**src/rtl/ovhd_pkg.sv**
```systemverilog
// Shared constants, types and the likelihood table for the own-voice detector.
package ovhd_pkg;

  localparam int FEATURE_COUNT   = 4;
  localparam int EXP_TABLE_DEPTH = 256;
  localparam int TIME_BITS       = 48;

  localparam int FEAT_W   = 16;
  localparam int LK_W     = 16;
  localparam int IDX_W    = $clog2(EXP_TABLE_DEPTH);
  localparam int FI_W     = (FEATURE_COUNT > 1) ? $clog2(FEATURE_COUNT) : 1;
  localparam int PROD_W   = 48;
  localparam int ACC_W    = PROD_W + 2;
  localparam int CFG_W    = 64;
  localparam int CFG_IDX_W = 3;
  localparam int IN_W     = 192;
  localparam int IN_USER_W = 2;
  localparam int OUT_W    = 104;

  // health codes
  localparam logic [1:0] H_OK       = 2'd0;
  localparam logic [1:0] H_DISABLED = 2'd1;
  localparam logic [1:0] H_INVALID  = 2'd2;
  localparam logic [1:0] H_STALE    = 2'd3;

  // register indexes
  localparam logic [CFG_IDX_W-1:0] R_ENABLED   = 3'd0;
  localparam logic [CFG_IDX_W-1:0] R_ACT_LEVEL = 3'd1;
  localparam logic [CFG_IDX_W-1:0] R_REL_LEVEL = 3'd2;
  localparam logic [CFG_IDX_W-1:0] R_ACT_HOLD  = 3'd3;
  localparam logic [CFG_IDX_W-1:0] R_REL_HOLD  = 3'd4;
  localparam logic [CFG_IDX_W-1:0] R_STALE     = 3'd5;
  localparam logic [CFG_IDX_W-1:0] R_MEANS     = 3'd6;
  localparam logic [CFG_IDX_W-1:0] R_SCALES    = 3'd7;

  typedef logic [EXP_TABLE_DEPTH-1:0][LK_W-1:0] exp_tab_t;

  // result handed from the likelihood engine to the top level
  typedef struct packed {
    logic            done;
    logic [LK_W-1:0] lk;
  } ovhd_lik_res_t;

  // exp(-k*h) in Q1.15, h = 16 / depth, built from a Taylor step and repeated products
  function automatic exp_tab_t build_exp_tab();
    exp_tab_t    tab;
    logic [63:0] hq;
    logic [63:0] term;
    logic [63:0] r;
    logic [63:0] t;
    hq   = 64'((64'd1 << 34) / EXP_TABLE_DEPTH);
    term = 64'd1 << 30;
    r    = 64'd1 << 30;
    t    = 64'd1 << 30;
    for (int n = 1; n <= 10; n++) begin
      term = ((term * hq) / 64'(n)) >> 30;
      if (n[0]) r = r - term;
      else r = r + term;
    end
    tab[0] = 16'd32768;
    for (int k = 1; k < EXP_TABLE_DEPTH; k++) begin
      t = (t * r + (64'd1 << 29)) >> 30;
      tab[k] = 16'((t + (64'd1 << 14)) >> 15);
    end
    return tab;
  endfunction

  localparam exp_tab_t EXP_TAB = build_exp_tab();

endpackage

```
**src/rtl/own_voice_hysteresis_detector_unit.sv**
```systemverilog
// Own-voice detector top level: request checks, hysteresis holds, state and output register.
// Evaluate request: the checks, then the engine's square, scale and accumulate steps per feature, then its index
//   and table steps, then the hysteresis step and the output register.
// Time check and rejected requests: the checks, then the output register.
// One request at a time; in_tready is high only while the sequencer is idle.
// Synchronous active-low reset restores register defaults and state with health disabled.
module own_voice_hysteresis_detector_unit (
  input  logic                            clk,
  input  logic                            rst_n,
  input  logic                            in_tvalid,
  output logic                            in_tready,
  // seq_number, observed_time, now_time, feature_0, feature_1, feature_2, feature_3
  input  logic [ovhd_pkg::IN_W-1:0]       in_tdata,
  // req_type, obs_valid
  input  logic [ovhd_pkg::IN_USER_W-1:0]  in_tuser,
  output logic                            out_tvalid,
  input  logic                            out_tready,
  // voice_active, likelihood, health, generation, state_time, zero pad
  output logic [ovhd_pkg::OUT_W-1:0]      out_tdata,
  input  logic                            cfg_we,
  input  logic [ovhd_pkg::CFG_IDX_W-1:0]  cfg_index,
  input  logic [ovhd_pkg::CFG_W-1:0]      cfg_wdata
);
  import ovhd_pkg::*;

  localparam logic [2:0] T_IDLE  = 3'd0;
  localparam logic [2:0] T_CHECK = 3'd1;
  localparam logic [2:0] T_LIK   = 3'd2;
  localparam logic [2:0] T_HYST  = 3'd3;
  localparam logic [2:0] T_OUT   = 3'd4;

  // configuration
  logic                 en_r;
  logic [15:0]          act_lvl_r;
  logic [14:0]          rel_lvl_r;
  logic [TIME_BITS-1:0] act_hold_r, rel_hold_r, stale_r;
  logic [CFG_W-1:0]     means_r, scales_r;

  // latched request
  logic                 req_r, ovalid_r;
  logic [31:0]          seq_r;
  logic [TIME_BITS-1:0] obs_r, now_r;
  logic [FEATURE_COUNT*16-1:0] feat_r;

  // detector state
  logic [2:0]           fsm_r, fsm_nxt;
  logic                 active_r, active_nxt;
  logic [31:0]          gen_r, gen_nxt;
  logic [LK_W-1:0]      lk_r, lk_nxt;
  logic [TIME_BITS-1:0] stamp_r, stamp_nxt;
  logic [1:0]           health_r, health_nxt;
  logic                 seen_r, seen_nxt;
  logic [31:0]          prev_seq_r, prev_seq_nxt;
  logic [TIME_BITS-1:0] prev_stamp_r, prev_stamp_nxt;
  logic [TIME_BITS-1:0] rise_start_r, rise_start_nxt;
  logic                 rise_pend_r, rise_pend_nxt;
  logic [TIME_BITS-1:0] fall_start_r, fall_start_nxt;
  logic                 fall_pend_r, fall_pend_nxt;
  logic [LK_W-1:0]      lk_calc_r, lk_calc_nxt;

  logic                 out_valid_r, out_valid_nxt;
  logic [OUT_W-1:0]     out_data_r, out_data_nxt;

  logic                 in_fire;
  logic                 eng_start;
  ovhd_lik_res_t        eng_res;

  logic [TIME_BITS:0]   age_diff;
  logic                 age_neg, age_over, invalid;
  logic                 hold_on, pend_sel, hold_done;
  logic [TIME_BITS-1:0] start_sel, hold_sel;
  logic [TIME_BITS:0]   hold_diff;

  assign in_tready  = (fsm_r == T_IDLE);
  assign in_fire    = in_tvalid && in_tready;
  assign out_tvalid = out_valid_r;
  assign out_tdata  = out_data_r;

  ovhd_lik_engine u_engine (
    .clk      (clk),
    .rst_n    (rst_n),
    .start    (eng_start),
    .features (feat_r),
    .means    (means_r),
    .scales   (scales_r),
    .res      (eng_res)
  );

  // age against the observation (evaluate) or the stored stamp (time check)
  always_comb begin
    age_diff = {1'b0, now_r} - {1'b0, (req_r ? stamp_r : obs_r)};
    age_neg  = age_diff[TIME_BITS];
    age_over = age_diff[TIME_BITS-1:0] > stale_r;
    invalid  = !ovalid_r || age_neg ||
               (seen_r && ((seq_r <= prev_seq_r) || (obs_r < prev_stamp_r)));
  end

  // one hold timer compare serves whichever threshold is live
  always_comb begin
    hold_on   = active_r ? (lk_calc_r <= {1'b0, rel_lvl_r}) : (lk_calc_r >= act_lvl_r);
    pend_sel  = active_r ? fall_pend_r : rise_pend_r;
    start_sel = pend_sel ? (active_r ? fall_start_r : rise_start_r) : obs_r;
    hold_sel  = active_r ? rel_hold_r : act_hold_r;
    hold_diff = {1'b0, obs_r} - {1'b0, start_sel};
    hold_done = !hold_diff[TIME_BITS] && (hold_diff[TIME_BITS-1:0] >= hold_sel);
  end

  always_comb begin
    fsm_nxt        = fsm_r;
    active_nxt     = active_r;
    gen_nxt        = gen_r;
    lk_nxt         = lk_r;
    stamp_nxt      = stamp_r;
    health_nxt     = health_r;
    seen_nxt       = seen_r;
    prev_seq_nxt   = prev_seq_r;
    prev_stamp_nxt = prev_stamp_r;
    rise_start_nxt = rise_start_r;
    rise_pend_nxt  = rise_pend_r;
    fall_start_nxt = fall_start_r;
    fall_pend_nxt  = fall_pend_r;
    lk_calc_nxt    = lk_calc_r;
    out_valid_nxt  = out_valid_r && !out_tready;
    out_data_nxt   = out_data_r;
    eng_start      = 1'b0;

    unique case (fsm_r)
      T_IDLE: begin
        if (in_fire) fsm_nxt = T_CHECK;
      end
      T_CHECK: begin
        fsm_nxt = T_OUT;
        if (req_r) begin
          if (en_r && (health_r == H_OK) && (age_neg || age_over)) begin
            health_nxt = H_STALE;
          end
        end else if (!en_r) begin
          health_nxt = H_DISABLED;
        end else if (invalid) begin
          health_nxt = H_INVALID;
        end else if (age_over) begin
          health_nxt = H_STALE;
        end else begin
          eng_start = 1'b1;
          fsm_nxt   = T_LIK;
        end
        // unhealthy update; a time check keeps its stamp
        if (health_nxt != health_r || (!req_r && fsm_nxt == T_OUT)) begin
          gen_nxt        = gen_r + 32'd1;
          lk_nxt         = '0;
          stamp_nxt      = req_r ? stamp_r : obs_r;
          active_nxt     = 1'b0;
          rise_start_nxt = '0;
          rise_pend_nxt  = 1'b0;
          fall_start_nxt = '0;
          fall_pend_nxt  = 1'b0;
        end
      end
      T_LIK: begin
        if (eng_res.done) begin
          lk_calc_nxt = eng_res.lk;
          fsm_nxt     = T_HYST;
        end
      end
      T_HYST: begin
        if (!active_r) begin
          fall_start_nxt = '0;
          fall_pend_nxt  = 1'b0;
          if (hold_on && !hold_done) begin
            rise_start_nxt = start_sel;
            rise_pend_nxt  = 1'b1;
          end else begin
            rise_start_nxt = '0;
            rise_pend_nxt  = 1'b0;
            if (hold_on) active_nxt = 1'b1;
          end
        end else begin
          rise_start_nxt = '0;
          rise_pend_nxt  = 1'b0;
          if (hold_on && !hold_done) begin
            fall_start_nxt = start_sel;
            fall_pend_nxt  = 1'b1;
          end else begin
            fall_start_nxt = '0;
            fall_pend_nxt  = 1'b0;
            if (hold_on) active_nxt = 1'b0;
          end
        end
        seen_nxt       = 1'b1;
        prev_seq_nxt   = seq_r;
        prev_stamp_nxt = obs_r;
        gen_nxt        = gen_r + 32'd1;
        lk_nxt         = lk_calc_r;
        stamp_nxt      = obs_r;
        health_nxt     = H_OK;
        fsm_nxt        = T_OUT;
      end
      T_OUT: begin
        if (!out_valid_r || out_tready) begin
          out_valid_nxt = 1'b1;
          out_data_nxt  = {5'd0, stamp_r, gen_r, health_r, lk_r, active_r};
          fsm_nxt       = T_IDLE;
        end
      end
      default: begin
        fsm_nxt = T_IDLE;
      end
    endcase
  end

  always_ff @(posedge clk) begin
    if (!rst_n) begin
      fsm_r        <= T_IDLE;
      active_r     <= 1'b0;
      gen_r        <= '0;
      lk_r         <= '0;
      stamp_r      <= '0;
      health_r     <= H_DISABLED;
      seen_r       <= 1'b0;
      prev_seq_r   <= '0;
      prev_stamp_r <= '0;
      rise_start_r <= '0;
      rise_pend_r  <= 1'b0;
      fall_start_r <= '0;
      fall_pend_r  <= 1'b0;
      out_valid_r  <= 1'b0;
    end else begin
      fsm_r        <= fsm_nxt;
      active_r     <= active_nxt;
      gen_r        <= gen_nxt;
      lk_r         <= lk_nxt;
      stamp_r      <= stamp_nxt;
      health_r     <= health_nxt;
      seen_r       <= seen_nxt;
      prev_seq_r   <= prev_seq_nxt;
      prev_stamp_r <= prev_stamp_nxt;
      rise_start_r <= rise_start_nxt;
      rise_pend_r  <= rise_pend_nxt;
      fall_start_r <= fall_start_nxt;
      fall_pend_r  <= fall_pend_nxt;
      out_valid_r  <= out_valid_nxt;
    end
  end

  always_ff @(posedge clk) begin
    lk_calc_r  <= lk_calc_nxt;
    out_data_r <= out_data_nxt;
    if (in_fire) begin
      req_r    <= in_tuser[0];
      ovalid_r <= in_tuser[1];
      seq_r    <= in_tdata[31:0];
      obs_r    <= in_tdata[79:32];
      now_r    <= in_tdata[127:80];
      feat_r   <= in_tdata[128 +: FEATURE_COUNT*16];
    end
  end

  always_ff @(posedge clk) begin
    if (!rst_n) begin
      en_r       <= 1'b0;
      act_lvl_r  <= 16'd32768;
      rel_lvl_r  <= '0;
      act_hold_r <= TIME_BITS'(1);
      rel_hold_r <= TIME_BITS'(1);
      stale_r    <= TIME_BITS'(1);
      means_r    <= '0;
      scales_r   <= '0;
    end else if (cfg_we) begin
      unique case (cfg_index)
        R_ENABLED:   en_r       <= cfg_wdata[0];
        R_ACT_LEVEL: act_lvl_r  <= cfg_wdata[15:0];
        R_REL_LEVEL: rel_lvl_r  <= cfg_wdata[14:0];
        R_ACT_HOLD:  act_hold_r <= cfg_wdata[TIME_BITS-1:0];
        R_REL_HOLD:  rel_hold_r <= cfg_wdata[TIME_BITS-1:0];
        R_STALE:     stale_r    <= cfg_wdata[TIME_BITS-1:0];
        R_MEANS:     means_r    <= cfg_wdata;
        R_SCALES:    scales_r   <= cfg_wdata;
        default: ;
      endcase
    end
  end

endmodule

```
**src/rtl/ovhd_lik_engine.sv**
```systemverilog
// Sequenced likelihood engine: weighted squared distance on one shared multiplier, then table.
module ovhd_lik_engine (
  input  logic                                       clk,
  input  logic                                       rst_n,
  input  logic                                       start,
  input  logic [ovhd_pkg::FEATURE_COUNT*16-1:0]       features,
  input  logic [ovhd_pkg::CFG_W-1:0]                  means,
  input  logic [ovhd_pkg::CFG_W-1:0]                  scales,
  output ovhd_pkg::ovhd_lik_res_t                     res
);
  import ovhd_pkg::*;

  localparam logic [2:0] E_IDLE = 3'd0;
  localparam logic [2:0] E_SQ   = 3'd1;
  localparam logic [2:0] E_SC   = 3'd2;
  localparam logic [2:0] E_ACC  = 3'd3;
  localparam logic [2:0] E_IDX  = 3'd4;
  localparam logic [2:0] E_LK   = 3'd5;

  localparam logic [15:0] DEPTH16 = 16'(EXP_TABLE_DEPTH);

  logic [2:0]        state_r, state_nxt;
  logic [FI_W-1:0]   fi_r, fi_nxt;
  logic [PROD_W-1:0] prod_r, prod_nxt;
  logic [ACC_W-1:0]  acc_r, acc_nxt;

  logic [15:0]       mul_a;
  logic [31:0]       mul_b;
  logic signed [16:0] delta;
  logic [15:0]       mag;
  logic [15:0]       sc;
  logic              any_used;
  logic [LK_W-1:0]   lk;

  always_comb begin
    delta = $signed({features[16*fi_r + 15], features[16*fi_r +: 16]})
          - $signed({means[16*fi_r + 15], means[16*fi_r +: 16]});
    mag   = delta[16] ? 16'(-delta) : delta[15:0];
    sc    = scales[16*fi_r +: 16];
  end

  always_comb begin
    any_used = 1'b0;
    for (int i = 0; i < FEATURE_COUNT; i++) begin
      if (scales[16*i +: 16] != 16'd0) any_used = 1'b1;
    end
  end

  // shared multiplier operand select
  always_comb begin
    unique case (state_r)
      E_SQ: begin
        mul_a = mag;
        mul_b = {16'd0, mag};
      end
      E_SC: begin
        mul_a = sc;
        mul_b = prod_r[31:0];
      end
      E_IDX: begin
        mul_a = DEPTH16;
        mul_b = {16'd0, acc_r[15:0]};
      end
      default: begin
        mul_a = 16'd0;
        mul_b = 32'd0;
      end
    endcase
  end

  always_comb begin
    state_nxt = state_r;
    fi_nxt    = fi_r;
    acc_nxt   = acc_r;
    prod_nxt  = prod_r;
    unique case (state_r)
      E_IDLE: begin
        if (start) begin
          fi_nxt    = '0;
          acc_nxt   = '0;
          state_nxt = E_SQ;
        end
      end
      E_SQ: begin
        prod_nxt  = PROD_W'(mul_a) * PROD_W'(mul_b);
        state_nxt = E_SC;
      end
      E_SC: begin
        prod_nxt  = PROD_W'(mul_a) * PROD_W'(mul_b);
        state_nxt = E_ACC;
      end
      E_ACC: begin
        acc_nxt = acc_r + ACC_W'(prod_r);
        if (fi_r == FI_W'(FEATURE_COUNT - 1)) begin
          state_nxt = E_IDX;
        end else begin
          fi_nxt    = fi_r + 1'b1;
          state_nxt = E_SQ;
        end
      end
      E_IDX: begin
        prod_nxt  = PROD_W'(mul_a) * PROD_W'(mul_b);
        state_nxt = E_LK;
      end
      E_LK: begin
        state_nxt = E_IDLE;
      end
      default: begin
        state_nxt = E_IDLE;
      end
    endcase
  end

  always_ff @(posedge clk) begin
    if (!rst_n) begin
      state_r <= E_IDLE;
    end else begin
      state_r <= state_nxt;
    end
  end

  always_ff @(posedge clk) begin
    fi_r   <= fi_nxt;
    acc_r  <= acc_nxt;
    prod_r <= prod_nxt;
  end

  // distance at or beyond 16.0 falls off the table
  always_comb begin
    if (!any_used || (acc_r[ACC_W-1:16] != '0)) lk = '0;
    else lk = EXP_TAB[prod_r[16 +: IDX_W]];
  end

  assign res.done = (state_r == E_LK);
  assign res.lk   = lk;

endmodule

```
**config.mk**
```make
export PLATFORM = sky130hd
export DESIGN_NAME = own_voice_hysteresis_detector_unit
export DESIGN_NICKNAME = d
export VERILOG_FILES = /design/src/rtl/ovhd_pkg.sv /design/src/rtl/own_voice_hysteresis_detector_unit.sv /design/src/rtl/ovhd_lik_engine.sv
export SDC_FILE = /design/constraint.sdc
export NUM_CORES = 2
export LEC_CHECK = 0
export ABC_AREA = 1
export BUFFER_PORTS_ARGS = -buffer_cell sky130_fd_sc_hd__buf_2
export CAP_MARGIN = 10
export CORE_UTILIZATION = 50
export CTS_CLUSTER_SIZE = 10
export DETAILED_ROUTE_END_ITERATION = 12
export PLACE_DENSITY = 0.79
export REMOVE_ABC_BUFFERS = 1
export SLEW_MARGIN = 10
export SYNTH_ARGS = -nofsm -noshare
export SYNTH_HDL_FRONTEND = slang
export SYNTH_SLANG_ARGS = --single-unit
```
**constraint.sdc**
```tcl
create_clock -name clk -period 11.5 [get_ports clk]
set_clock_uncertainty 0.2 [all_clocks]
set_input_delay 2.3 -clock clk [delete_from_list [all_inputs] [get_ports clk]]
set_output_delay 2.3 -clock clk [all_outputs]
set_load 0.03 [all_outputs]
```
==> out/qor.csv <==
stage,metric,value,unit
power,leakage power total,0.0333,uW
setup_path,most frequent CP cell,nand2_1,
global_route,total gr overflow,0,
timing,Final Max Slew Viols,0,
die,Die X,380,um
die,Top-Level Pins,372,
placed_design,GP Congestion,1.06,
setup_path,R2R setup slack,0.68,ns
die,row count,138,
final_layout,nets@finish,10300,
timing,hold violation total from the final report,0,
timing,measured slew at the worst slew-check pin,1.29,ns
clocking,clock tree from TritonCTS,done,
setup_path,worst-path cell with the longest stage delay,nand2_1,
die,starting density of the core,0.504,
route,number of design rule violations left after detail routing,0,
final_layout,area taken by multi-input logic gates,40900,um2
timing,shortest clock period the worst path allows after layout,10.82,ns
final_layout,ratio of cells with drive above 1 in the final layout,0.0958,
global_route,via count of the first global-routing pass,63700,
power,VDD IR max,0.160,mV
logic_synthesis,total of flip-flops plus latches after synthesis,998,
setup_path,type of the worst setup path,reg -> reg,
clocking,maximum clock insertion buffer count,3,
global_route,largest net degree at the start of global routing,108,
setup_path,maximum fanout along the worst path,61,
logic_synthesis,cell types occupying the most area after synthesis,"edfxtp_1 17%, dfxtp_1 17%, fa_1 12%",
die,area of the placeable core,142000,um2
global_route,global-route wire length before repair,361000,um
clocking,"Hold-fix buffers, CTS",0,
route,via total after detailed routing,64100,
timing,number of endpoints failing setup at the final stage,0,
clocking,clock transition at the registers of the reported paths,0.06,ns
logic_synthesis,synthesis warning total,0,
route,number of optimization iterations in the first detailed-route pass,6,
logic_synthesis,share of flip-flops with an asynchronous set or reset after synthesis,0,
logic_synthesis,most common cell in the synthesized netlist,nand2_1,
final_layout,Reg area,24100,um2
final_layout,fill cell total of the finished layout,13000,
route,total routed wirelength,234000,um
setup_path,arrival time at the worst endpoint,11.11,ns
setup_path,required time of the worst setup path,11.79,ns
clocking,total CTS buffers,116,
final_layout,total non-filler cell area in the finished layout,78300,um2
run,number of maximum-capacitance violations,0,
timing,minimum setup slack in the final design,0.683,ns
clocking,Clock Root Buffer,clkbuf_16,
placed_design,port buffer count,366,
clocking,clock latency on the worst-skew pair,0.77,ns
timing,max-slew headroom at the worst pin,0.140,
placed_design,placed cell area,74700,um2
logic_synthesis,instance count of the mapped netlist,8897,
die,Die ar.,144000,um2
timing,fin crit share,0.941,
logic_synthesis,cell area after synthesis,71300,um2
setup_path,category of the worst setup path launch point,flip-flop,
setup_path,Worst Setup End Kind,flip-flop,
logic_synthesis,library cells used by synthesis,69,
route,detailed-route wire length per cell,21.1,um
route,violation count after the first detailed-routing iteration,6601,
logic_synthesis,most used flip-flop cell after synthesis,dfxtp_1,
logic_synthesis,proportion of netlist area held by the largest area contributor,0.172,
worst_hold_path,HP Class,reg -> reg,
route,vias per inst,5.77,
global_route,number of antenna violations at the first check in global routing,27,
final_layout,area delta synth->final,9.82,%
power,power density over cell area,131,nW/um2
setup_path,biggest cell delay along the critical path,0.61,ns
placed_design,HPWL Detailed,176000,um
status,outcome,"finished, final reports clean",
logic_synthesis,Post-synth EDFFs,409,
logic_synthesis,"Seq/Total Area, Yosys",0.337,
clocking,number of clock sinks,998,
route,count of antenna-violating nets left after detailed routing,0,
timing,Max Freq,0.0924,GHz
logic_synthesis,Synth top cells by count,"1582 x nand2_1, 1241 x inv_1, 1003 x nor2_1",
die,vertical die dimension,380,um
global_route,GRT Total Usage,0.320,
clocking,level count of the clock H-tree,3,
logic_synthesis,average cell area after synthesis,8.02,um2
logic_synthesis,largest area contributor in the netlist,edfxtp_1,
placed_design,pre-CTS WS,0.893,ns
-- worst max-delay path, delay by kind of cell (launching register included) --
family	cells	cell delay (ns)
compound gates	7	1.98
flops	1	0.39
buf+inv	8	1.63
fa+ha+maj	8	3.88
xor+xnor	1	0.09
simple gates	15	2.34
-- worst paths after layout --
path / from / end / cells past startpoint
worst max register to register: u_engine.fi_r[0] / u_engine.prod_r[46] / 39
worst max-delay path: u_engine.fi_r[0] / u_engine.prod_r[46] / 39
worst min-delay path: lk_r[9] / out_tdata[10] / 0
worst min register to register: lk_r[9] / out_tdata[10] / 0
-- logic make-up after synthesis --
logic type               count (synthesis)  share of synthesized area
other                                    1                  0.0000526
flip-flops                             998                      0.337
XOR/XNOR                               150                     0.0185
AND/OR/NAND/NOR                       3150                      0.181
adder cells (fa/ha/maj)                926                      0.207
buffers and inverters                 1640                     0.0907
AO/OA/AOI/OAI                         1938                      0.153
multiplexers                            94                     0.0132
-- state kept, by name, summed over array words and instances (netlist names), 15 cells and up --
signal and flops:
rel_hold_r 48, rel_lvl_r 15, rise_start_r 48, gen_r 32, act_lvl_r 16, out_tdata 99, u_engine.acc_r 50, stale_r 48
obs_r 48, prev_stamp_r 48, scales_r 64, now_r 48, lk_calc_r 16, lk_r 16, act_hold_r 48, stamp_r 48
fall_start_r 48, feat_r 64, seq_r 32, means_r 64, prev_seq_r 32, u_engine.prod_r 48
-- per-layer routing --
metal / up-vias / routed length [um] / GRT usage
li1: 29600 / - / -
met1: 30700 / 88500 / 0.385
met2: 2978 / 110000 / 0.529
met3: 761 / 20200 / 0.0592
met4: 14 / 15800 / 0.199
met5: - / 84 / 0
-- per-stage QoR --
stage               TNS [ns]  utilization  total power, uW  hold WS (ns)  std cells
finish                     0        0.553            10300         0.232      11100
global route        -0.00557        0.553            10700         0.241      11100
global placement           0        0.527             6680         0.216      10900
CTS                        0        0.553            10300         0.231      11100
detailed placement         0        0.527             6730         0.215      10900
floorplan             -0.986            -             5820         0.209       8536
-- cell type report --
type,instances,share of cell area
flip-flops and latches,998,0.307
clock inverters,17,0.00371
clock buffers,185,0.0421
inverters,1275,0.0612
multi-input cells,6263,0.523
repair buffers,452,0.0324
diodes,17,0.000543
well taps,1890,0.0302
-- where the power goes --
part | switching (uW) | internal (uW)
registers | 121 | 3880
clock network | 1520 | 2020
logic | 1920 | 835
-- repair_timing --
| action | in CTS | in global routing |
|---|---|---|
| buffers inserted | 0 | 0 |
| endpoints found under the setup margin | 0 | 3 |
| resized for setup | 0 | 4 |
-- cell usage in the layout, fill, tap and decap left out, types with 16 or more instances in the layout --
cell type / instances
buf_2: 365
nand3_1: 273
o22ai_1: 21
nand2_2: 108
nand4_1: 53
nor3_1: 51
inv_2: 30
a21oi_1: 771
clkbuf_16: 119
o21a_1: 43
buf_4: 82
xor2_1: 90
a32o_1: 16
ha_1: 504
dfxtp_1: 588
diode_2: 17
a21oi_2: 104
nor4_1: 46
mux2i_1: 94
a21o_1: 19
a31oi_1: 93
fa_1: 422
o21ai_0: 729
o221ai_1: 17
xnor2_1: 59
clkbuf_1: 59
o211ai_1: 32
inv_1: 1238
edfxtp_1: 409
nand2_1: 1578
nor2_1: 991
(Power assumes the default switching activity.)
